`src/rtl/gbp_pkg.sv`:
```
// Shared types and constants for the uniform grid broad phase.
`default_nettype none
package gbp_pkg;

  localparam int ID_W        = 10;
  localparam int POS_W       = 24;
  localparam int LEN_W       = 23;
  localparam int DIM_W       = 7;
  localparam int DIM_MAX     = 64;
  localparam int CELL_W      = 6;
  localparam int CELL_ADDR_W = 12;
  localparam int MAX_CELLS   = 4096;
  localparam int CELL_SLOTS  = 8;
  localparam int SLOT_W      = 3;
  localparam int FILL_W      = 4;
  localparam int SLOT_ADDR_W = CELL_ADDR_W + SLOT_W;
  localparam int NB_MAX      = 32;
  localparam int NB_IDX_W    = 5;
  localparam int NB_CNT_W    = 6;
  localparam int NUM_W       = 27;
  localparam int QUO_W       = 7;
  localparam int CFG_ADDR_W  = 3;

  localparam logic [1:0] OP_CLEAR  = 2'd0;
  localparam logic [1:0] OP_INSERT = 2'd1;
  localparam logic [1:0] OP_QUERY  = 2'd2;
  localparam logic [1:0] OP_UNUSED = 2'd3;

  localparam logic [CFG_ADDR_W-1:0] REG_GRID_W  = 3'd0;
  localparam logic [CFG_ADDR_W-1:0] REG_GRID_H  = 3'd1;
  localparam logic [CFG_ADDR_W-1:0] REG_CELL_SZ = 3'd2;
  localparam logic [CFG_ADDR_W-1:0] REG_HALF_W  = 3'd3;
  localparam logic [CFG_ADDR_W-1:0] REG_HALF_H  = 3'd4;

  typedef struct packed {
    logic                   fill_rd;
    logic                   fill_we;
    logic [CELL_ADDR_W-1:0] fill_addr;
    logic [FILL_W-1:0]      fill_wdata;
    logic                   slot_rd;
    logic                   slot_we;
    logic [SLOT_ADDR_W-1:0] slot_addr;
    logic [ID_W-1:0]        slot_wdata;
  } store_req_t;

  function automatic logic [DIM_W-1:0] dim_eff(input logic [DIM_W-1:0] v);
    if (v == '0) return DIM_W'(1);
    if (v > DIM_W'(DIM_MAX)) return DIM_W'(DIM_MAX);
    return v;
  endfunction

endpackage
`default_nettype wire

```
`src/rtl/gbp_div.sv`:
```
// Iterative restoring divider giving a saturating 7-bit cell number.
`default_nettype none
module gbp_div (
  input  wire logic                        clk,
  input  wire logic                        rst_n,
  input  wire logic                        start,
  input  wire logic [gbp_pkg::NUM_W-1:0]   num,
  input  wire logic [gbp_pkg::LEN_W-1:0]   den,
  output logic                             done,
  output logic [gbp_pkg::QUO_W-1:0]        quo
);
  import gbp_pkg::*;

  logic                  busy_r, done_r;
  logic [2:0]            step_r;
  logic [NUM_W-2:0]      rem_r;
  logic [LEN_W-1:0]      den_r;
  logic [QUO_W-1:0]      q_r;
  logic [NUM_W+1:0]      sh;

  assign sh   = (NUM_W+2)'(den_r) << step_r;
  assign done = done_r;
  assign quo  = q_r;

  always_ff @(posedge clk) begin
    if (!rst_n) begin
      busy_r <= 1'b0;
      done_r <= 1'b0;
    end else begin
      done_r <= 1'b0;
      if (start) begin
        busy_r <= 1'b1;
      end else if (busy_r && step_r == 3'd0) begin
        busy_r <= 1'b0;
        done_r <= 1'b1;
      end
    end
  end

  always_ff @(posedge clk) begin
    if (start) begin
      rem_r  <= num[NUM_W-1] ? '0 : num[NUM_W-2:0];
      den_r  <= den;
      step_r <= 3'(QUO_W - 1);
      q_r    <= '0;
    end else if (busy_r) begin
      if ({3'b000, rem_r} >= sh) begin
        rem_r     <= rem_r - sh[NUM_W-2:0];
        q_r[step_r] <= 1'b1;
      end
      step_r <= step_r - 3'd1;
    end
  end

endmodule
`default_nettype wire

```
`config.mk`:
```
export PLATFORM = sky130hd
export DESIGN_NAME = gbp_div
export DESIGN_NICKNAME = d
export VERILOG_FILES = /design/src/rtl/gbp_pkg.sv /design/src/rtl/gbp_div.sv
export SDC_FILE = /design/constraint.sdc
export NUM_CORES = 1
export LEC_CHECK = 0
export BUFFER_PORTS_ARGS = -buffer_cell sky130_fd_sc_hd__clkbuf_2
export CAP_MARGIN = 5
export CORE_ASPECT_RATIO = 0.7
export CORE_MARGIN = 5
export CORE_UTILIZATION = 35
export CTS_BUF_LIST = sky130_fd_sc_hd__clkbuf_4
export DETAILED_ROUTE_END_ITERATION = 10
export SETUP_SLACK_MARGIN = 0.1
export SLEW_MARGIN = 40
export SYNTH_ARGS = -nofsm -noshare
export SYNTH_HDL_FRONTEND = slang
export SYNTH_SLANG_ARGS = --single-unit
```
`constraint.sdc`:
```
create_clock -name clk -period 6.9 [get_ports clk]
set_input_delay 0.69 -clock clk [delete_from_list [all_inputs] [get_ports clk]]
set_output_delay 0.69 -clock clk [all_outputs]
set_load 0.02 [all_outputs]
```
---- Word level (Yosys, flattened, before mapping) ----
Cells that the tools add are included.
word-level totals
  bits of input ports ..................... 53
  flip-flop bits (word level) ............. 61
  latch bits .............................. 0
  memories ................................ 0
  output and inout port bits .............. 8
  memory bits (read-only) ................. 0
  logic and storage cells ................. 32
  memory bits (writable) .................. 0
operators by class
  divide/modulo/power cells ............... 0
  shift-type cells ........................ 1
  $add $sub $neg .......................... 2
  order comparisons ....................... 3
  muxes and demuxes ....................... 9
  reduce and logical (&&, ||, !) cells .... 9
  multipliers ............................. 0
  bitwise gates (word level) .............. 2
  eq/ne operators ......................... 0
operators with widths
  kind                 number
  $mux 26              4
  $ge 26x29->1         1
  $shl 23x3->29        1
  $sub 26x26->26       1
  $or 7x7->7           1
  $reduce_bool 2->1    3
  $lt 3x4->1 const B   1
  $mux 1               4
  $reduce_and 2->1     2
  $demux 1 s3          1
  $ge 3x1->1 const B   1
  $logic_not 3->1      1
  $sub 3x1->3 const B  1
  $logic_and 1x1->1    2
  $reduce_or 2->1      1
  $not 1->1            1

---- Logic depth before layout (Yosys ltp) ----
  depth after elaboration ................. 5
  mapped depth ............................ 16
  gate-level depth less buffers ........... 14

---- Worst setup path before layout ----
Ideal clock, no wire load.
  path type ............................... reg2reg
  start point ............................. register step_r[0]
  end point ............................... register rem_r[0], enable pin
  arrival ................................. 4718 ps
  slack ................................... 1737 ps
  clock period less this slack ............ 5163 ps
  path buffers ............................ 4
  data required time ...................... 6455 ps
  setup time .............................. 445 ps
  cell stages (with the launch flop) ...... 16
  cell sequence ........................... dfxtp_1 -> clkbuf_1 -> buf_1 -> inv_1 -> clkbuf_1 -> mux2i_1 -> mux2i_1 -> ha_1 -> buf_4 -> a21o_1 -> a21oi_1 -> o21a_1 -> o21ai_0 -> a311o_2 -> a311oi_4 -> o21ai_0
between the ends
  longest elaborated chain between the ends .. 4
RTL lines
  item                                line           RTL
  start, declared                     gbp_div.sv:15  logic [2:0] step_r;
  start signal, assigned              gbp_div.sv:44  step_r <= 3'(QUO_W - 1);
  start signal, assigned              gbp_div.sv:51  step_r <= step_r - 3'd1;
  $shl 23x3->29                       gbp_div.sv:21  assign sh = (NUM_W+2)'(den_r) << step_r;
  $ge 26x29->1                        gbp_div.sv:47  if ({3'b000, rem_r} >= sh) begin
  $reduce_bool 2->1 (no source line)  --
  $reduce_and 2->1 (no source line)   --
  end signal, assigned                gbp_div.sv:42  rem_r <= num[NUM_W-1] ? '0 : num[NUM_W-2:0];
  end signal, assigned                gbp_div.sv:48  rem_r <= rem_r - sh[NUM_W-2:0];
  end, declared                       gbp_div.sv:16  logic [NUM_W-2:0] rem_r;
No other way between the ends.
A chain may end at the register's enable or synchronous reset.

---- Final worst setup path ----
  start point ............................. register step_r[0]
  end point ............................... register rem_r[23], data pin
between the ends
  longest elaborated chain between the ends .. 5
RTL lines
  item            line           RTL
  $shl 23x3->29   gbp_div.sv:21
  $sub 26x26->26  gbp_div.sv:48
  $mux 26         gbp_div.sv:47
  $mux 26         gbp_div.sv:46  end else if (busy_r) begin
  $mux 26         gbp_div.sv:41  if (start) begin
No other way between the ends. The select of a mux whose other input is x is not followed.

==> reports/qor.txt <==
Status: finished, final reports clean
Slew Limit Fails: 0
Die footprint: 0.0152 mm^2
Die Y: 105 um
Max-cap violations: 0
Initial Util: 35.8%
Setup-failing EPs final: 0
R2r startpoint: step_r[0]
Io pins: 61
Slew @ Worst Pin: 0.760 ns
Ranking of synthesized cells by area: edfxtp_1, ha_1, mux2i_1
Vias: 3,654
Max rail drop VDD: 0.103 mV
Worst-Skew Late Latency: 0.45 ns
Critical Path Source: step_r[0]
Clk buf depth: 2
Ys async rst share: 0%
Hold path start: den[15]
Setup TNS: 0 ns
CTS clock-pin slew for the worst setup and hold paths: 0.11 ns
Post-synth EDFFs: 49
Area leader, netlist: edfxtp_1
Maximum number of pins on one net before global-route repair: 53
Vias in the first global route: 3,587
Drt drc: 0
Final WL: 11,600 um
RSZ-0062 raised after global routing: no
First-pass GRT wire length: 18,800 um
FF-to-FF setup slack: 2.71 ns
DRT iter0 DRCs: 371
Worst EP required: 7.09 ns
Slew HR: 49.2%
CTS Sinks: 61
Clock share of power: 14.5%
Pre-CTS setup slack: 2.79 ns
Antenna violations before repair: 0
Crit Path Category: flop to flop
Synth-to-Final Area Change: 12.2%
DP HPWL: 8900 um
Max frequency: 239 MHz
Leak: 0.00217 uW
Total chip power: 1500 uW
Cell variety after synth: 61
Warnings, synthesis: 0
Syn Inst Count: 446
Endpoint class of the critical path: flop
NetSw: 621 uW
Antenna Cells: 0
H-tree levels: 3
Tmin final: 4.19 ns
CP arrival: 4.37 ns
Register bit total from synthesis: 61
Comb pwr share: 51.4%
Post-route ant nets: 0
Synth top area share: 33.0%
Power per cell area: 300 mW/mm^2
Port bufs: 60
Share of cells above drive strength 1: 21.9%
Hold buffers post-CTS: 0
Syn Std Cell Area: 0.00447 mm^2
Clk_skew: 0.0156 ns
Num CTS Buffers: 9
Post-CTS Setup Inserts: 0
Placer Congestion: 0.932
GRT Overall Usage: 15.3%
Switch share: 41.3%
Syn_nets: 529
Hold Slack: 0.409 ns
Core Area: 0.0125 mm^2
Seq pwr share: 34.0%
Post-route cell area: 0.00501 mm^2
Fin crit share: 60.7%
Via density: 5.50
Register area share after synthesis: 38.3%
Startpoint types: flop
Post-CTS Resized: 0
Hold/Removal Path Class: input port to flop
WL/cell: 17.4 um
Drt pass-1 iters: 5
Final Hold Fails: 0
Die width: 145 um
CTS tree: done
Internal power: 881 uW
Dominant synthesized flop cell: edfxtp_1
Final Worst Setup Slack: 2.71 ns
Final global-route overflow total: 0
Max FO, Critical Path: 18
Root Driver: clkbuf_4
Avg Cell Area, Syn: 10.0 um^2
# nets final: 580
Post-DP Area: 0.00491 mm^2
FP Rows: 34
## power by group through the flow
stage / Sequential [uW] / Clock, uW / Combinational [uW]
2_1_floorplan: 504 / 0 / 612
3_3_place_gp: 519 / 0 / 753
3_5_place_dp: 520 / 0 / 763
4_1_cts: 512 / 223 / 770
5_1_grt: 518 / 238 / 867
6_report: 511 / 218 / 773
## final cells by class
class	instances	area, um^2
fill	1237	7450
multi-input combinational	346	2600
sequential	61	1710
timing repair buffer	66	345
tap	162	203
clock buffer	10	75.1
inverter	13	48.8
clock inverter	6	30.0
## metal layers
metal  part of all wire [%]  global-route usage, %  wire length, um
met5                      0                      0                0
met4                    1.1                   3.49              132
met3                    5.1                   3.96              594
met2                     42                   22.1             4910
met1                     51                   22.9             5950
## logic make-up after synthesis
| family | after synthesis | synth area share [%] |
|---|---|---|
| AO/OA/AOI/OAI | 137 | 20.2 |
| XOR/XNOR | 21 | 4.12 |
| adder cells (fa/ha/maj) | 30 | 8.57 |
| buffers and inverters | 39 | 3.64 |
| flip-flops | 61 | 38.3 |
| multiplexers | 44 | 12.5 |
| AND/OR/NAND/NOR | 114 | 12.7 |
## layout by cell type, fill, tap and decap left out, drive strengths merged, types with 3 or more instances in the layout
| cell type | netlist | layout |
|---|---|---|
| o21ai | 41 | 41 |
| a32o | 3 | 3 |
| and4 | 3 | 3 |
| nor3 | 7 | 7 |
| or3 | 4 | 4 |
| ha | 29 | 29 |
| mux2i | 32 | 32 |
| o21a | 4 | 4 |
| o21bai | 3 | 3 |
| a21oi | 38 | 38 |
| edfxtp | 49 | 49 |
| nand2 | 42 | 42 |
| dfxtp | 12 | 12 |
| a31oi | 4 | 4 |
| xnor2 | 11 | 11 |
| a22o | 3 | 3 |
| a21o | 15 | 15 |
| nor2b | 6 | 6 |
| buf | 8 | 6 |
| a211oi | 4 | 4 |
| mux4 | 9 | 9 |
| inv | 13 | 13 |
| o31ai | 3 | 3 |
| o2bb2ai | 3 | 3 |
| xor2 | 10 | 10 |
| nor2 | 23 | 23 |
| or2 | 4 | 4 |
| clkbuf | 18 | 70 |
| mux2 | 3 | 3 |
| clkinv | 0 | 5 |
| nand4 | 6 | 6 |
| nand2b | 8 | 8 |
| nand3 | 4 | 4 |
## critical path: stages, from the launching register on
cell      delay, ns
dfxtp_1        0.73
buf_4          0.38
mux4_2         0.56
mux2i_1        0.19
ha_1           0.37
a21o_1         0.22
a21oi_1        0.17
nor3_1         0.07
o41ai_1        0.50
a211oi_1       0.17
o31ai_1        0.31
xor2_1         0.16
o21ai_0        0.09
## sequential cells by signal, indices dropped and copies added (netlist names)
| name | cells |
|---|---|
| done | 1 |
| quo | 7 |
| den_r | 23 |
| busy_r | 1 |
| step_r | 3 |
| rem_r | 26 |
## per-stage QoR
| step | instances | util (%) |
|---|---|---|
| finish | 664 | 40.2 |
| global route | 664 | 40.2 |
| CTS | 664 | 40.2 |
| detailed placement | 648 | 39.4 |
| global placement | 648 | 39.4 |
| floorplan | 446 | - |
## synth_stat cells, drive strengths merged, types with 2 or more instances
cell and instances:
a211oi 4, a21o 15, a21oi 38, a22o 3
a311oi 2, a31o 2, a31oi 4, a32o 3
and3 2, and4 3, buf 8, clkbuf 18
dfxtp 12, edfxtp 49, ha 29, inv 13
mux2 3, mux2i 32, mux4 9, nand2 42
nand2b 8, nand3 4, nand4 6, nor2 23
nor2b 6, nor3 7, o211ai 2, o21a 4
o21ai 41, o21bai 3, o2bb2ai 3, o31ai 3
o41ai 2, or2 4, or3 4, xnor2 11
xor2 10
## final timing paths
path | end | depth (start not counted)
max | rem_r[23] | 12
min | den_r[15] | 1
max reg2reg | rem_r[23] | 12
min reg2reg | quo[0] | 1
Note: power is estimated with default switching activity, not from simulation.
