<file path="config.mk">
export PLATFORM = sky130hd
export DESIGN_NAME = gbp_seen
export DESIGN_NICKNAME = d
export VERILOG_FILES = /design/src/rtl/gbp_pkg.sv /design/src/rtl/gbp_seen.sv
export SDC_FILE = /design/constraint.sdc
export NUM_CORES = 1
export LEC_CHECK = 0
export BUFFER_PORTS_ARGS = -buffer_cell sky130_fd_sc_hd__buf_4
export CAP_MARGIN = 20
export CORE_ASPECT_RATIO = 2
export CORE_UTILIZATION = 60
export CTS_CLUSTER_SIZE = 10
export DETAILED_ROUTE_END_ITERATION = 10
export GPL_TIMING_DRIVEN = 0
export PLACE_DENSITY = 0.77
export SLEW_MARGIN = 40
export SYNTH_ARGS = -nofsm -noshare
export SYNTH_HDL_FRONTEND = slang
export SYNTH_SLANG_ARGS = --single-unit
</file>
<file path="constraint.sdc">
create_clock -name clk -period 6.8 [get_ports clk]
set_input_delay 1.36 -clock clk [delete_from_list [all_inputs] [get_ports clk]]
set_output_delay 1.36 -clock clk [all_outputs]
set_load 0.005 [all_outputs]
</file>
<file path="src/rtl/gbp_pkg.sv">
// Shared types and constants for the uniform grid broad phase.
`default_nettype none
package gbp_pkg;

  localparam int ID_W        = 10;
  localparam int POS_W       = 24;
  localparam int LEN_W       = 23;
  localparam int DIM_W       = 7;
  localparam int DIM_MAX     = 64;
  localparam int CELL_W      = 6;
  localparam int CELL_ADDR_W = 12;
  localparam int MAX_CELLS   = 4096;
  localparam int CELL_SLOTS  = 8;
  localparam int SLOT_W      = 3;
  localparam int FILL_W      = 4;
  localparam int SLOT_ADDR_W = CELL_ADDR_W + SLOT_W;
  localparam int NB_MAX      = 32;
  localparam int NB_IDX_W    = 5;
  localparam int NB_CNT_W    = 6;
  localparam int NUM_W       = 27;
  localparam int QUO_W       = 7;
  localparam int CFG_ADDR_W  = 3;

  localparam logic [1:0] OP_CLEAR  = 2'd0;
  localparam logic [1:0] OP_INSERT = 2'd1;
  localparam logic [1:0] OP_QUERY  = 2'd2;
  localparam logic [1:0] OP_UNUSED = 2'd3;

  localparam logic [CFG_ADDR_W-1:0] REG_GRID_W  = 3'd0;
  localparam logic [CFG_ADDR_W-1:0] REG_GRID_H  = 3'd1;
  localparam logic [CFG_ADDR_W-1:0] REG_CELL_SZ = 3'd2;
  localparam logic [CFG_ADDR_W-1:0] REG_HALF_W  = 3'd3;
  localparam logic [CFG_ADDR_W-1:0] REG_HALF_H  = 3'd4;

  typedef struct packed {
    logic                   fill_rd;
    logic                   fill_we;
    logic [CELL_ADDR_W-1:0] fill_addr;
    logic [FILL_W-1:0]      fill_wdata;
    logic                   slot_rd;
    logic                   slot_we;
    logic [SLOT_ADDR_W-1:0] slot_addr;
    logic [ID_W-1:0]        slot_wdata;
  } store_req_t;

  function automatic logic [DIM_W-1:0] dim_eff(input logic [DIM_W-1:0] v);
    if (v == '0) return DIM_W'(1);
    if (v > DIM_W'(DIM_MAX)) return DIM_W'(DIM_MAX);
    return v;
  endfunction

endpackage
`default_nettype wire

</file>
<file path="src/rtl/gbp_seen.sv">
// Neighbor list of the running query with duplicate lookup.
`default_nettype none
module gbp_seen (
  input  wire logic                          clk,
  input  wire logic                          rst_n,
  input  wire logic                          clear,
  input  wire logic                          append,
  input  wire logic [gbp_pkg::ID_W-1:0]      probe_id,
  input  wire logic [gbp_pkg::NB_IDX_W-1:0]  rd_idx,
  output logic                               hit,
  output logic                               full,
  output logic [gbp_pkg::NB_CNT_W-1:0]       count,
  output logic [gbp_pkg::ID_W-1:0]           rd_id
);
  import gbp_pkg::*;

  logic [ID_W-1:0]     ids_r [NB_MAX];
  logic [NB_CNT_W-1:0] count_r;

  always_comb begin
    hit = 1'b0;
    for (int k = 0; k < NB_MAX; k++) begin
      if (NB_CNT_W'(k) < count_r && ids_r[k] == probe_id) hit = 1'b1;
    end
  end

  assign full  = (count_r == NB_CNT_W'(NB_MAX));
  assign count = count_r;
  assign rd_id = ids_r[rd_idx];

  always_ff @(posedge clk) begin
    if (!rst_n) begin
      count_r <= '0;
    end else if (clear) begin
      count_r <= '0;
    end else if (append) begin
      count_r <= count_r + NB_CNT_W'(1);
    end
  end

  always_ff @(posedge clk) begin
    if (append && !clear) ids_r[count_r[NB_IDX_W-1:0]] <= probe_id;
  end

endmodule
`default_nettype wire

</file>
# Word-level counts from Yosys, hierarchy flattened
# Memory sizes are Yosys's and may differ from the RTL's.
# Index checks and enable logic that the tools add are counted.
dict set report classes {
  n_addsub 1
  n_lt_le_gt_ge 32
  eq_ne 33
  n_mux 34
  bitwise_logic 1
  reduce_logical 35
}
# cell count
set ops {}
lappend ops {{== test 10 bit} 32}
lappend ops {{less-than comparator 5 x 6 -> 1 bit (first input constant)} 16}
lappend ops {{less-than comparator 4 x 6 -> 1 bit (first input constant)} 8}
lappend ops {{2-to-1 mux 1 bit} 34}
lappend ops {{logical AND 1 bit} 33}
lappend ops {{less-than comparator 3 x 6 -> 1 bit (first input constant)} 4}
lappend ops {{less-than comparator 1 x 6 -> 1 bit (first input constant)} 2}
lappend ops {{less-than comparator 2 x 6 -> 1 bit (first input constant)} 2}
lappend ops {{adder 6 x 1 -> 6 bit (second input constant)} 1}
lappend ops {{== test 6 bit (second input constant)} 1}
lappend ops {{OR reduction 2 bit} 1}
lappend ops {{logical NOT 1 bit} 1}
lappend ops {{NOT 1 bit} 1}
dict set report word_totals {
  regBits 6
  ram_bits 320
  in_bits 19
  out_inout_bits 18
  wordCells 138
  memories 1
}
# memory words word_bits read_ports rd_clocked_by_memory_dff wr line
set mem_list {}
lappend mem_list {ids_r 32 10 33 0 1 gbp_seen.sv:17} ;# logic [ID_W-1:0] ids_r [NB_MAX];

# Logic depth before layout (Yosys ltp)
# Gate-level depths: netlist (run 1).
dict set report logic_depth {
  word_depth 34
  mapped_depth 10
  ltp_nobuf 9
}

# Worst setup path after synthesis (run 1)
# No wires, ideal clock.
dict set report synth_timing {
  path_kind {input -> output}
  start {input port rd_idx[1] (netlist name)}
  end {output port rd_id[0] (netlist name)}
  arrival_time_ns 2.981
  setup_slack_ns 2.459
  stages 5
  path_buffers 2
  cell_sequence {clkbuf_1 clkbuf_1 mux4_2 mux4_2 mux2_2}
}
dict set report synth_via {
  elab_chain_len 1
}
# element line
set synth_lines {}
lappend synth_lines {{start: declaration} gbp_seen.sv:9} ;# input wire logic [gbp_pkg::NB_IDX_W-1:0] rd_idx,
lappend synth_lines {{memory read (32 x 10 bit)} --}
lappend synth_lines {{end: declaration} gbp_seen.sv:13} ;# output logic [gbp_pkg::ID_W-1:0] rd_id
# Every way passes these cells.

# Final worst setup path (run 1)
dict set report layout_timing {
  start {input port probe_id[5] (netlist name)}
  end {output port hit}
}
dict set report layout_via {
  elab_chain_len 34
  word_cells_on_any_way 96
  cone_classes {32 x eq/ne; 32 x mux; 32 x reduce/logical}
}
# element line
set layout_lines {}
lappend layout_lines {{start: declaration} gbp_seen.sv:8} ;# input wire logic [gbp_pkg::ID_W-1:0] probe_id,
lappend layout_lines {{== test 10 bit} gbp_seen.sv:23} ;# if (NB_CNT_W'(k) < count_r && ids_r[k] == probe_id) hit = 1'b1;
lappend layout_lines {{logical AND 1 bit} gbp_seen.sv:23}
lappend layout_lines {{2-to-1 mux 1 bit (31 in a row)} gbp_seen.sv:23}
lappend layout_lines {{2-to-1 mux 1 bit *} gbp_seen.sv:23}
lappend layout_lines {{end: declaration} gbp_seen.sv:10} ;# output logic hit,
# Every way passes the cells marked *; elsewhere a longest branch is shown, timed or not.

==> results of run 1 <==
-- final timing paths --
check	endpoint	cells past startpoint	from
worst max-delay path	hit	10	probe_id[5]
worst min-delay path	count[0]$_SDFFE_PP0P_	2	count[0]$_SDFFE_PP0P_
worst max register to register	ids_r[19][1]$_DFFE_PP_	4	count[1]$_SDFFE_PP0P_
worst min register to register	count[0]$_SDFFE_PP0P_	2	count[0]$_SDFFE_PP0P_
-- synthesized netlist by cell type (all sizes together) (2+ instances only) --
master and number:
nor2 46, a311oi 2, or2 4, xor2 171
nand3 14, o2111ai 4, a21oi 6, nor2b 2
nand4 42, a21o 3, ha 4, nand2b 4
nand2 11, or3 2, nor3 12, xnor2 154
buf 57, mux2 10, mux4 100, nor4 46
o311ai 2, edfxtp 320, o211a 2, o211ai 3
inv 2, o21ai 3, dfxtp 6, clkbuf 16
-- worst max-delay path, cell delays in order --
cell and delay [ps]:
buf_4 370, buf_2 350, buf_2 530, xnor2_1 140, nand4_1 150, o22ai_1 130, nor3_1 360, nand3_1 200
or4_1 630, buf_4 180
-- flip-flops by register name, indices dropped and copies added, names as in the netlist --
| register | flops |
|---|---|
| count | 6 |
| ids_r | 320 |
-- cell usage in the layout (no fill, tap or decap), drive strengths merged, types with 2 or more instances in the layout --
cell / n
a21o: 3
a21oi: 6
a311oi: 2
buf: 88
clkbuf: 64
dfxtp: 6
diode: 2
edfxtp: 320
ha: 4
inv: 2
mux2: 10
mux4: 100
nand2: 11
nand2b: 4
nand3: 14
nand4: 42
nor2: 46
nor2b: 2
nor3: 12
nor4: 46
o2111ai: 4
o211a: 2
o211ai: 3
o21ai: 3
o311ai: 2
or2: 4
or3: 2
xnor2: 154
xor2: 171
-- routing by layer --
layer	up-vias	part of all wire	track usage
met2	770	0.50	0.689
li1	4202	-	-
met3	278	0.083	0.0887
met4	10	0.11	0.377
met1	5323	0.30	0.427
met5	-	0.0011	0
-- where the power goes --
part	switching, uW	total (uW)	internal, uW
combinational	264	420	157
sequential	3.64	2220	2210
clock	749	1820	1070
-- cells by family (layout without fill, tap and decap cells) --
group,count (synthesis),after routing,synth area share
adder cells (fa/ha/maj),4,4,0.00298
XOR/XNOR,325,325,0.169
other,0,2,0
AO/OA/AOI/OAI,34,34,0.0155
flip-flops,326,326,0.579
AND/OR/NAND/NOR,188,188,0.0615
buffers and inverters,75,155,0.0298
multiplexers,111,111,0.141
-- stage by stage --
step	std cells	utilization	setup slack [ps]	power, uW	hold WS (ps)
floorplan	1063	-	2460	2490	578
global placement	1445	0.634	1090	2650	642
detailed placement	1445	0.636	1150	2660	655
CTS	1494	0.674	1140	4440	664
global route	1496	0.676	1030	4520	679
finish	1497	0.676	1010	4450	661
-- area by class of cell --
| type | instances | area, um2 |
|---|---|---|
| Sequential cell | 326 | 9730 |
| Inverter | 2 | 7.51 |
| Clock inverter | 1 | 5.00 |
| Buffer | 73 | 493 |
| Antenna cell | 2 | 5.00 |
| Fill cell | 1981 | 8930 |
| Clock buffer | 48 | 1050 |
| Tap cell | 352 | 440 |
| Multi-Input combinational cell | 662 | 6650 |
| Timing Repair Buffer | 31 | 233 |
==> summary.txt, run 1 <==
CTS
  – Setup Buffers After CTS: 0
  – CTS tree: done
  – Hold-fix buffers, CTS: 0
  – CTS max path bufs: 3
  – Worst skew pair latency: 530 ps
  – Clock tree root driver cell: clkbuf_16
  – Clock sinks: 326
  – CTS Buf Count: 38
  – Clk pin slew, worst setup/hold paths: 60 ps
  – Post_cts resized: 0
  – Max H-tree Level: 2

Global routing
  – Overflow left after global routing: 0
  – Gr usage total: 0.412
  – Largest net degree at the start of global routing: 34
  – First-pass GRT wire length: 78,900 um
  – Antenna violations before repair: 7
  – Vias in the first global route: 10,900

Yosys
  – Synth Instances: 1,063
  – Netlist cell types: 52
  – Top-area cell type share of the netlist area: 0.572
  – EDFF count, synth: 320
  – Most used DFF post-synth: edfxtp_1
  – Mapped Area: 0.0168 mm2
  – Post-synth ARST share: 0
  – FF+latch count, synth: 326
  – Area leader, netlist: edfxtp_1
  – Syn Nets: 1,086
  – Sequential area share after synthesis: 0.579
  – Synth top area cells: edfxtp_1 (57%), mux4_2 (13%), xor2_1 (8.9%)
  – Ys Warns: 0
  – Avg Inst Size Synth: 15.8 um2

Setup path
  – Critical Path RT: 5440 ps
  – R2r setup slk: 3410 ps
  – Startpoint types: primary input
  – Critical Path End Type: primary output
  – Maximum fanout along the worst path: 33
  – Data arrival time of the critical path: 4430 ps
  – WS Path Type: in -> out

Detailed routing
  – Total Wirelength: 56,600 um
  – Vias: 10,600
  – Drt pass-1 iters: 7
  – Wire per inst: 37.8 um
  – Drc violations: 0
  – Vias per cell: 7.07
  – Initial DRC count: 1,231
  – Final ANT Viol Nets: 0

Timing
  – Fmax: 173 MHz
  – RSZ-0062 raised after global routing: no
  – Worst Skew: 10.1 ps
  – Tightest Pin Transition: 818 ps
  – Setup TNS: 0 ps
  – Minimum clock period: 5790 ps
  – Slew margin rel.: 0.446
  – Final setup vio count: 0
  – Pins Over Slew Limit: 0
  – Final hold vios: 0
  – Period utilization: 0.851

Floorplan
  – DIE HEIGHT: 239 um
  – Core area: 0.0275 mm2
  – Die area: 0.0287 mm2
  – IO Pins: 37
  – Number of core rows: 86
  – Initial Util: 0.610
  – Die W: 120 um

Status
  – Status: completed

Layout
  – Final nets: 1,157
  – Post-route cell area: 0.0186 mm2
  – Layout area overhead: 10.8%
  – Layout cell share with drive strength beyond 1: 0.242

Run
  – Max capacitance violation total: 0

Power
  – PD cells: 239 mW/mm2
  – Lkg Pwr: 0.00598 uW
  – Max IR drop VDD: 230 uV

Worst hold path
  – Hold Crit Class: reg -> reg

Placement
  – Detailed-placement wirelength estimate: 40,400 um
  – Placed Area: 0.0175 mm2
  – Routability Congestion: 1.06
  – Number of port buffers: 30
Note: power is estimated with default switching activity, not from simulation.
==> inputs of run 2 (changes only) <==
--- a/config.mk
+++ b/config.mk
@@ -8,11 +8,11 @@
 export BUFFER_PORTS_ARGS = -buffer_cell sky130_fd_sc_hd__buf_4
 export CAP_MARGIN = 20
 export CORE_ASPECT_RATIO = 2
-export CORE_UTILIZATION = 60
+export CORE_UTILIZATION = 58
 export CTS_CLUSTER_SIZE = 10
 export DETAILED_ROUTE_END_ITERATION = 10
 export GPL_TIMING_DRIVEN = 0
-export PLACE_DENSITY = 0.77
+export PLACE_DENSITY = 0.75
 export SLEW_MARGIN = 40
 export SYNTH_ARGS = -nofsm -noshare
 export SYNTH_HDL_FRONTEND = slang
==> constraint.sdc (replaced) <==
create_clock -name clk -period 6.23 [get_ports clk]
set_input_delay 1.246 -clock clk [delete_from_list [all_inputs] [get_ports clk]]
set_output_delay 1.246 -clock clk [all_outputs]
set_load 0.005 [all_outputs]
==> summary.txt, run 2 (synthesis results as in run 1) <==
Layout
  – Most frequent cells in the layout: edfxtp_1 (320), xor2_1 (171), xnor2_1 (154) (unchanged)
  – Fillers: 2,051 (was 1,981)
  – Final nets: 1,156 (was 1,157)
  – Layout area overhead: 10.6% (was 10.8%)
  – Commonest non-fill, non-tap cell in the layout: edfxtp_1 (unchanged)
  – Layout cell share with drive strength beyond 1: 0.242 (about the same)
  – Number of flip-flops in the largest register: 320 (unchanged)

Detailed routing
  – Vias per cell: 7.14 (was 7.07)
  – Vias: 10,700 (was 10,600)
  – Initial DRC count: 1,474 (was 1,231)
  – Total Wirelength: 57,300 um (was 56,600 um)
  – Wire per inst: 38.2 um (was 37.8 um)
  – Drt pass-1 iters: 6 (was 7)
  – Final ANT Viol Nets: 0 (unchanged)
  – Drc violations: 0 (unchanged)

CTS
  – Setup Buffers After CTS: 0 (unchanged)
  – Hold-fix buffers, CTS: 0 (unchanged)
  – Clock sinks: 326 (unchanged)
  – Worst skew pair latency: 550 ps (was 530 ps)
  – CTS tree: done (unchanged)
  – Clock tree root driver cell: clkbuf_16 (unchanged)
  – Clk pin slew, worst setup/hold paths: 60 ps (about the same)
  – CTS Buf Count: 38 (unchanged)
  – Post_cts resized: 0 (unchanged)
  – Max H-tree Level: 2 (unchanged)
  – CTS max path bufs: 3 (unchanged)

Setup path
  – Reg2reg path depth: 4 (unchanged)
  – RR Endpoint: ids_r[11][7]$_DFFE_PP_ (was ids_r[19][1]$_DFFE_PP_)
  – Critical Path RT: 4980 ps (was 5440 ps)
  – R2r setup slk: 2930 ps (was 3410 ps)
  – WS Path Type: in -> out (unchanged)
  – Reg2reg start: count[1]$_SDFFE_PP0P_ (unchanged)
  – CP cell instances: buf_4, buf_2, buf_6, buf_6, xnor2_1, nand4_1, nor3_1, a21oi_1, nand3_1, or4_1, buf_4 (was buf_4, buf_2, buf_2, xnor2_1, nand4_1, o22ai_1, nor3_1, nand3_1, or4_1, buf_4)
  – CP peak stage delay: 600 ps (was 630 ps)
  – Startpoint types: primary input (unchanged)
  – Data arrival time of the critical path: 4440 ps (was 4430 ps)
  – Maximum fanout along the worst path: 33 (unchanged)
  – Critical Path End Type: primary output (unchanged)
  – Slowest CP cell: or4_1 (unchanged)

Global routing
  – Antenna violations before repair: 6 (was 7)
  – Gr usage total: 0.404 (was 0.412)
  – Vias in the first global route: 11,000 (was 10,900)
  – Overflow left after global routing: 0 (unchanged)
  – First-pass GRT wire length: 79,800 um (was 78,900 um)
  – Largest net degree at the start of global routing: 34 (unchanged)

Timing
  – Period utilization: 0.912
  – Fmax: 176 MHz
  – Tightest Pin Transition: 870 ps (was 818 ps)
  – Setup TNS: 0 ps (unchanged)
  – Minimum clock period: 5680 ps
  – Final hold vios: 0 (unchanged)
  – Slew margin rel.: 0.418 (was 0.446)
  – RSZ-0062 raised after global routing: no (unchanged)
  – Fin Hold WS: 660 ps (was 661 ps)
  – Worst Skew: 14.4 ps (was 10.1 ps)
  – Final setup vio count: 0 (unchanged)
  – Pins Over Slew Limit: 0 (unchanged)

Worst hold path
  – Worst hold path depth: 2 (unchanged)
  – WHS Endpoint: count[0]$_SDFFE_PP0P_ (unchanged)
  – Hold Startpoint: count[0]$_SDFFE_PP0P_ (unchanged)
  – Hold Crit Class: reg -> reg (unchanged)

Floorplan
  – Initial Util: 0.593 (was 0.610)
  – Core area: 0.0283 mm2 (was 0.0275 mm2)
  – Die W: 122 um (was 120 um)
  – DIE HEIGHT: 243 um (was 239 um)
  – Die area: 0.0297 mm2 (was 0.0287 mm2)
  – IO Pins: 37 (unchanged)
  – Number of core rows: 87 (was 86)

Placement
  – Detailed-placement wirelength estimate: 39,800 um (was 40,400 um)
  – Number of port buffers: 30 (unchanged)
  – Routability Congestion: 1.07 (was 1.06)

Power
  – PD cells: 261 mW/mm2 (was 239 mW/mm2)
  – Lkg Pwr: 0.00596 uW (was 0.00598 uW)
  – Max IR drop VDD: 237 uV (was 230 uV)

Status
  – Status: completed (unchanged)

Run
  – Max capacitance violation total: 0 (unchanged)
run 2: per-stage QoR:
step	util	worst slack (ps)	instance area, um2	power, uW	cells
finish	0.656	546	18600	4840	1498
global route	0.656	624	18600	4910	1498
CTS	0.654	841	18500	4810	1497
detailed placement	0.619	843	17500	2900	1449
global placement	0.617	814	17500	2900	1449
floorplan	-	2120	16800	2720	1063
run 2: worst max path at each step:
stage | startpoint | to | slack, ps | cells after the start
floorplan | rd_idx[1] | rd_id[0] | 2120 | 5
global placement | probe_id[2] | hit | 810 | 10
detailed placement | probe_id[2] | hit | 840 | 10
CTS | probe_id[2] | hit | 840 | 10
global route | probe_id[3] | hit | 620 | 11
finish | probe_id[3] | hit | 550 | 11
run 2: per-layer routing:
layer	share of wire	vias to the layer above	track usage	routed length, um
met5	0.0011	-	0	65
met2	0.49	812	0.650	28000
met1	0.31	5371	0.445	17700
met4	0.11	10	0.335	6140
met3	0.095	296	0.0961	5430
li1	-	4204	-	-
run 2: area by class of cell:
| cell class | count | area (um2) | share of cell area |
|---|---|---|---|
| plain buffers | 73 | 495 | 0.0267 |
| multi-input cells | 662 | 6650 | 0.358 |
| diodes | 1 | 2.50 | 0.000135 |
| flip-flops and latches | 326 | 9730 | 0.524 |
| clock inverters | 2 | 12.5 | 0.000674 |
| clock buffers | 46 | 1000 | 0.0540 |
| well taps | 356 | 445 | 0.0240 |
| repair buffers | 30 | 225 | 0.0121 |
| inverters | 2 | 7.51 | 0.000404 |
run 2: critical path: cells and delay by family:
family / cells / cell delay (ps)
and+or+nand+nor: 4 / 1110
buffers and inverters: 5 / 1500
AOI/OAI and AO/OA: 1 / 460
xor gates and xnor gates: 1 / 100
run 2: power by group:
| group | internal (uW) | switching (uW) |
|---|---|---|
| sequential | 2410 | 3.78 |
| clock | 1120 | 846 |
| combinational | 171 | 291 |
==> inputs of run 3 (changes only) <==
--- a/config.mk
+++ b/config.mk
@@ -8,11 +8,12 @@
 export BUFFER_PORTS_ARGS = -buffer_cell sky130_fd_sc_hd__buf_4
 export CAP_MARGIN = 20
 export CORE_ASPECT_RATIO = 2
-export CORE_UTILIZATION = 58
+export CORE_UTILIZATION = 60
 export CTS_CLUSTER_SIZE = 10
 export DETAILED_ROUTE_END_ITERATION = 10
 export GPL_TIMING_DRIVEN = 0
-export PLACE_DENSITY = 0.75
+export PLACE_DENSITY = 0.77
+export REMOVE_ABC_BUFFERS = 1
 export SLEW_MARGIN = 40
 export SYNTH_ARGS = -nofsm -noshare
 export SYNTH_HDL_FRONTEND = slang
==> summary.txt, run 3 (synthesis results as in run 1) <==
Timing
  – Fmax: 196 MHz (was 176 MHz)
  – Setup TNS: 0 ps (unchanged)
  – RSZ-0062 raised after global routing: no (unchanged)
  – Slew margin rel.: 0.405 (was 0.418)
  – Period utilization: 0.820 (was 0.912)
  – Final setup vio count: 0 (unchanged)
  – Final hold vios: 0 (unchanged)
  – Tightest Pin Transition: 893 ps (was 870 ps)
  – Fin Hold WS: 632 ps (was 660 ps)
  – Minimum clock period: 5110 ps (was 5680 ps)
  – Worst Skew: 13.3 ps (was 14.4 ps)
  – Pins Over Slew Limit: 0 (unchanged)

Run
  – Max capacitance violation total: 0 (unchanged)

Setup path
  – Reg2reg path depth: 3 (was 4)
  – Critical Path End: hit (unchanged)
  – Data arrival time of the critical path: 3860 ps (was 4440 ps)
  – Critical Path RT: 4980 ps (about the same)
  – Startpoint types: primary input (unchanged)
  – Crit path launch: probe_id[2] (was probe_id[3])
  – WS Path Type: in -> out (unchanged)
  – Maximum fanout along the worst path: 36 (was 33)
  – Critical Path End Type: primary output (unchanged)
  – RR Endpoint: ids_r[31][2]$_DFFE_PP_ (was ids_r[11][7]$_DFFE_PP_)
  – Reg2reg start: count[1]$_SDFFE_PP0P_ (unchanged)
  – R2r setup slk: 2820 ps (was 2930 ps)

Detailed routing
  – Final ANT Viol Nets: 0 (unchanged)
  – Initial DRC count: 1,004 (was 1,474)
  – Vias: 9,562 (was 10,700)
  – Drc violations: 0 (unchanged)
  – Total Wirelength: 44,600 um (was 57,300 um)
  – Vias per cell: 6.68 (was 7.14)
  – Wire per inst: 31.1 um (was 38.2 um)
  – Drt pass-1 iters: 5 (was 6)

Layout
  – Non-filler cells, final: 1,432 (was 1,498)
  – Layout cell share with drive strength beyond 1: 0.218 (was 0.242)
  – Most frequent cells in the layout: edfxtp_1 (320), xor2_1 (171), xnor2_1 (154) (unchanged)
  – Commonest non-fill, non-tap cell in the layout: edfxtp_1 (unchanged)
  – Area of the multi-input gates: 0.00666 mm2 (was 0.00665 mm2)
  – Layout area overhead: 9.16% (was 10.6%)
  – Number of flip-flops in the largest register: 320 (unchanged)
  – Register area: 0.00973 mm2 (about the same)
  – N_diodes: 0 (was 1)
  – Post-route cell area: 0.0183 mm2 (was 0.0186 mm2)
  – Final nets: 1,093 (was 1,156)
  – Fillers: 1,965 (was 2,051)

Global routing
  – Overflow left after global routing: 0 (unchanged)
  – Antenna violations before repair: 0 (was 6)
  – Vias in the first global route: 10,100 (was 11,000)
  – Gr usage total: 0.325 (was 0.404)
  – First-pass GRT wire length: 65,300 um (was 79,800 um)
  – Largest net degree at the start of global routing: 81 (was 34)

Floorplan
  – Die W: 120 um (was 122 um)
  – Die area: 0.0287 mm2 (was 0.0297 mm2)
  – Number of core rows: 86 (was 87)
  – IO Pins: 37 (unchanged)
  – DIE HEIGHT: 239 um (was 243 um)
  – Core area: 0.0275 mm2 (was 0.0283 mm2)
  – Initial Util: 0.610 (was 0.593)

Power
  – Max IR drop VDD: 244 uV (was 237 uV)
  – Power Internal: 3780 uW (was 3700 uW)
  – Lkg Pwr: 0.00578 uW (was 0.00596 uW)
  – Clk network pwr share: 0.421 (was 0.405)
  – PD cells: 264 mW/mm2 (was 261 mW/mm2)
  – Logic pwr share: 0.080 (was 0.095)
  – Net switching power: 1060 uW (was 1140 uW)
  – Flop pwr share: 0.499 (about the same)
  – Switch share: 0.219 (was 0.236)

CTS
  – Hold-fix buffers, CTS: 0 (unchanged)
  – Setup Buffers After CTS: 0 (unchanged)
  – Max H-tree Level: 2 (unchanged)
  – CTS max path bufs: 3 (unchanged)
  – Clock sinks: 326 (unchanged)
  – Clk pin slew, worst setup/hold paths: 50 ps (was 60 ps)
  – Clock tree root driver cell: clkbuf_16 (unchanged)
  – CTS tree: done (unchanged)
  – CTS Buf Count: 38 (unchanged)
  – Post_cts resized: 0 (unchanged)
  – Worst skew pair latency: 520 ps (was 550 ps)

Worst hold path
  – Hold Crit Class: reg -> reg (unchanged)

Placement
  – Routability Congestion: 0.922 (was 1.07)
  – Detailed-placement wirelength estimate: 29,700 um (was 39,800 um)
  – Placed Area: 0.0172 mm2 (was 0.0175 mm2)
  – Number of port buffers: 36 (was 30)
  – Placed insts: 1,382 (was 1,449)

Status
  – Status: completed (unchanged)
## run 3: how the worst min path moves through the flow
stage	start	to	cells past startpoint
floorplan	count[0]$_SDFFE_PP0P_	count[0]$_SDFFE_PP0P_	2
global route	count[0]$_SDFFE_PP0P_	count[0]$_SDFFE_PP0P_	2
finish	count[0]$_SDFFE_PP0P_	count[0]$_SDFFE_PP0P_	2
global placement	count[0]$_SDFFE_PP0P_	count[0]$_SDFFE_PP0P_	2
detailed placement	count[0]$_SDFFE_PP0P_	count[0]$_SDFFE_PP0P_	2
CTS	count[0]$_SDFFE_PP0P_	count[0]$_SDFFE_PP0P_	2
## run 3: final cells by class
cell class,count,share of cell area
inverters,2,0.000410
well taps,352,0.0240
repair buffers,40,0.0224
multi-input cells,662,0.363
clock inverters,1,0.00164
clock buffers,49,0.0576
flip-flops and latches,326,0.531
## run 3: per-layer routing
layer,vias to the layer above,GRT usage,share of wire
met5,-,0,0
met4,0,0.239,0.086
met3,168,0.0429,0.067
met2,525,0.569,0.53
met1,4803,0.357,0.32
li1,4066,-,-
## run 3: power by group through the flow
stage          clock (uW)  sequential (uW)  combinational, uW
3_5_place_dp            0             2460                384
4_1_cts              2050             2420                386
3_3_place_gp            0             2460                371
6_report             2040             2420                387
2_1_floorplan           0             2460                176
5_1_grt              2130             2420                407
## run 3: worst max-delay path, cell delays in order
cell	delay [ps]
buf_4	370
buf_12	280
xor2_1	220
nor4_1	90
nand4_1	110
o22ai_1	70
nor3_1	420
nand3_1	200
or4_1	610
buf_4	170
## run 3: metrics by stage
stage	total power [uW]	setup slack [ps]	util
floorplan	2640	2550	-
global placement	2830	669	0.618
detailed placement	2850	1090	0.624
CTS	4860	1080	0.664
global route	4960	1060	0.666
finish	4840	1120	0.666
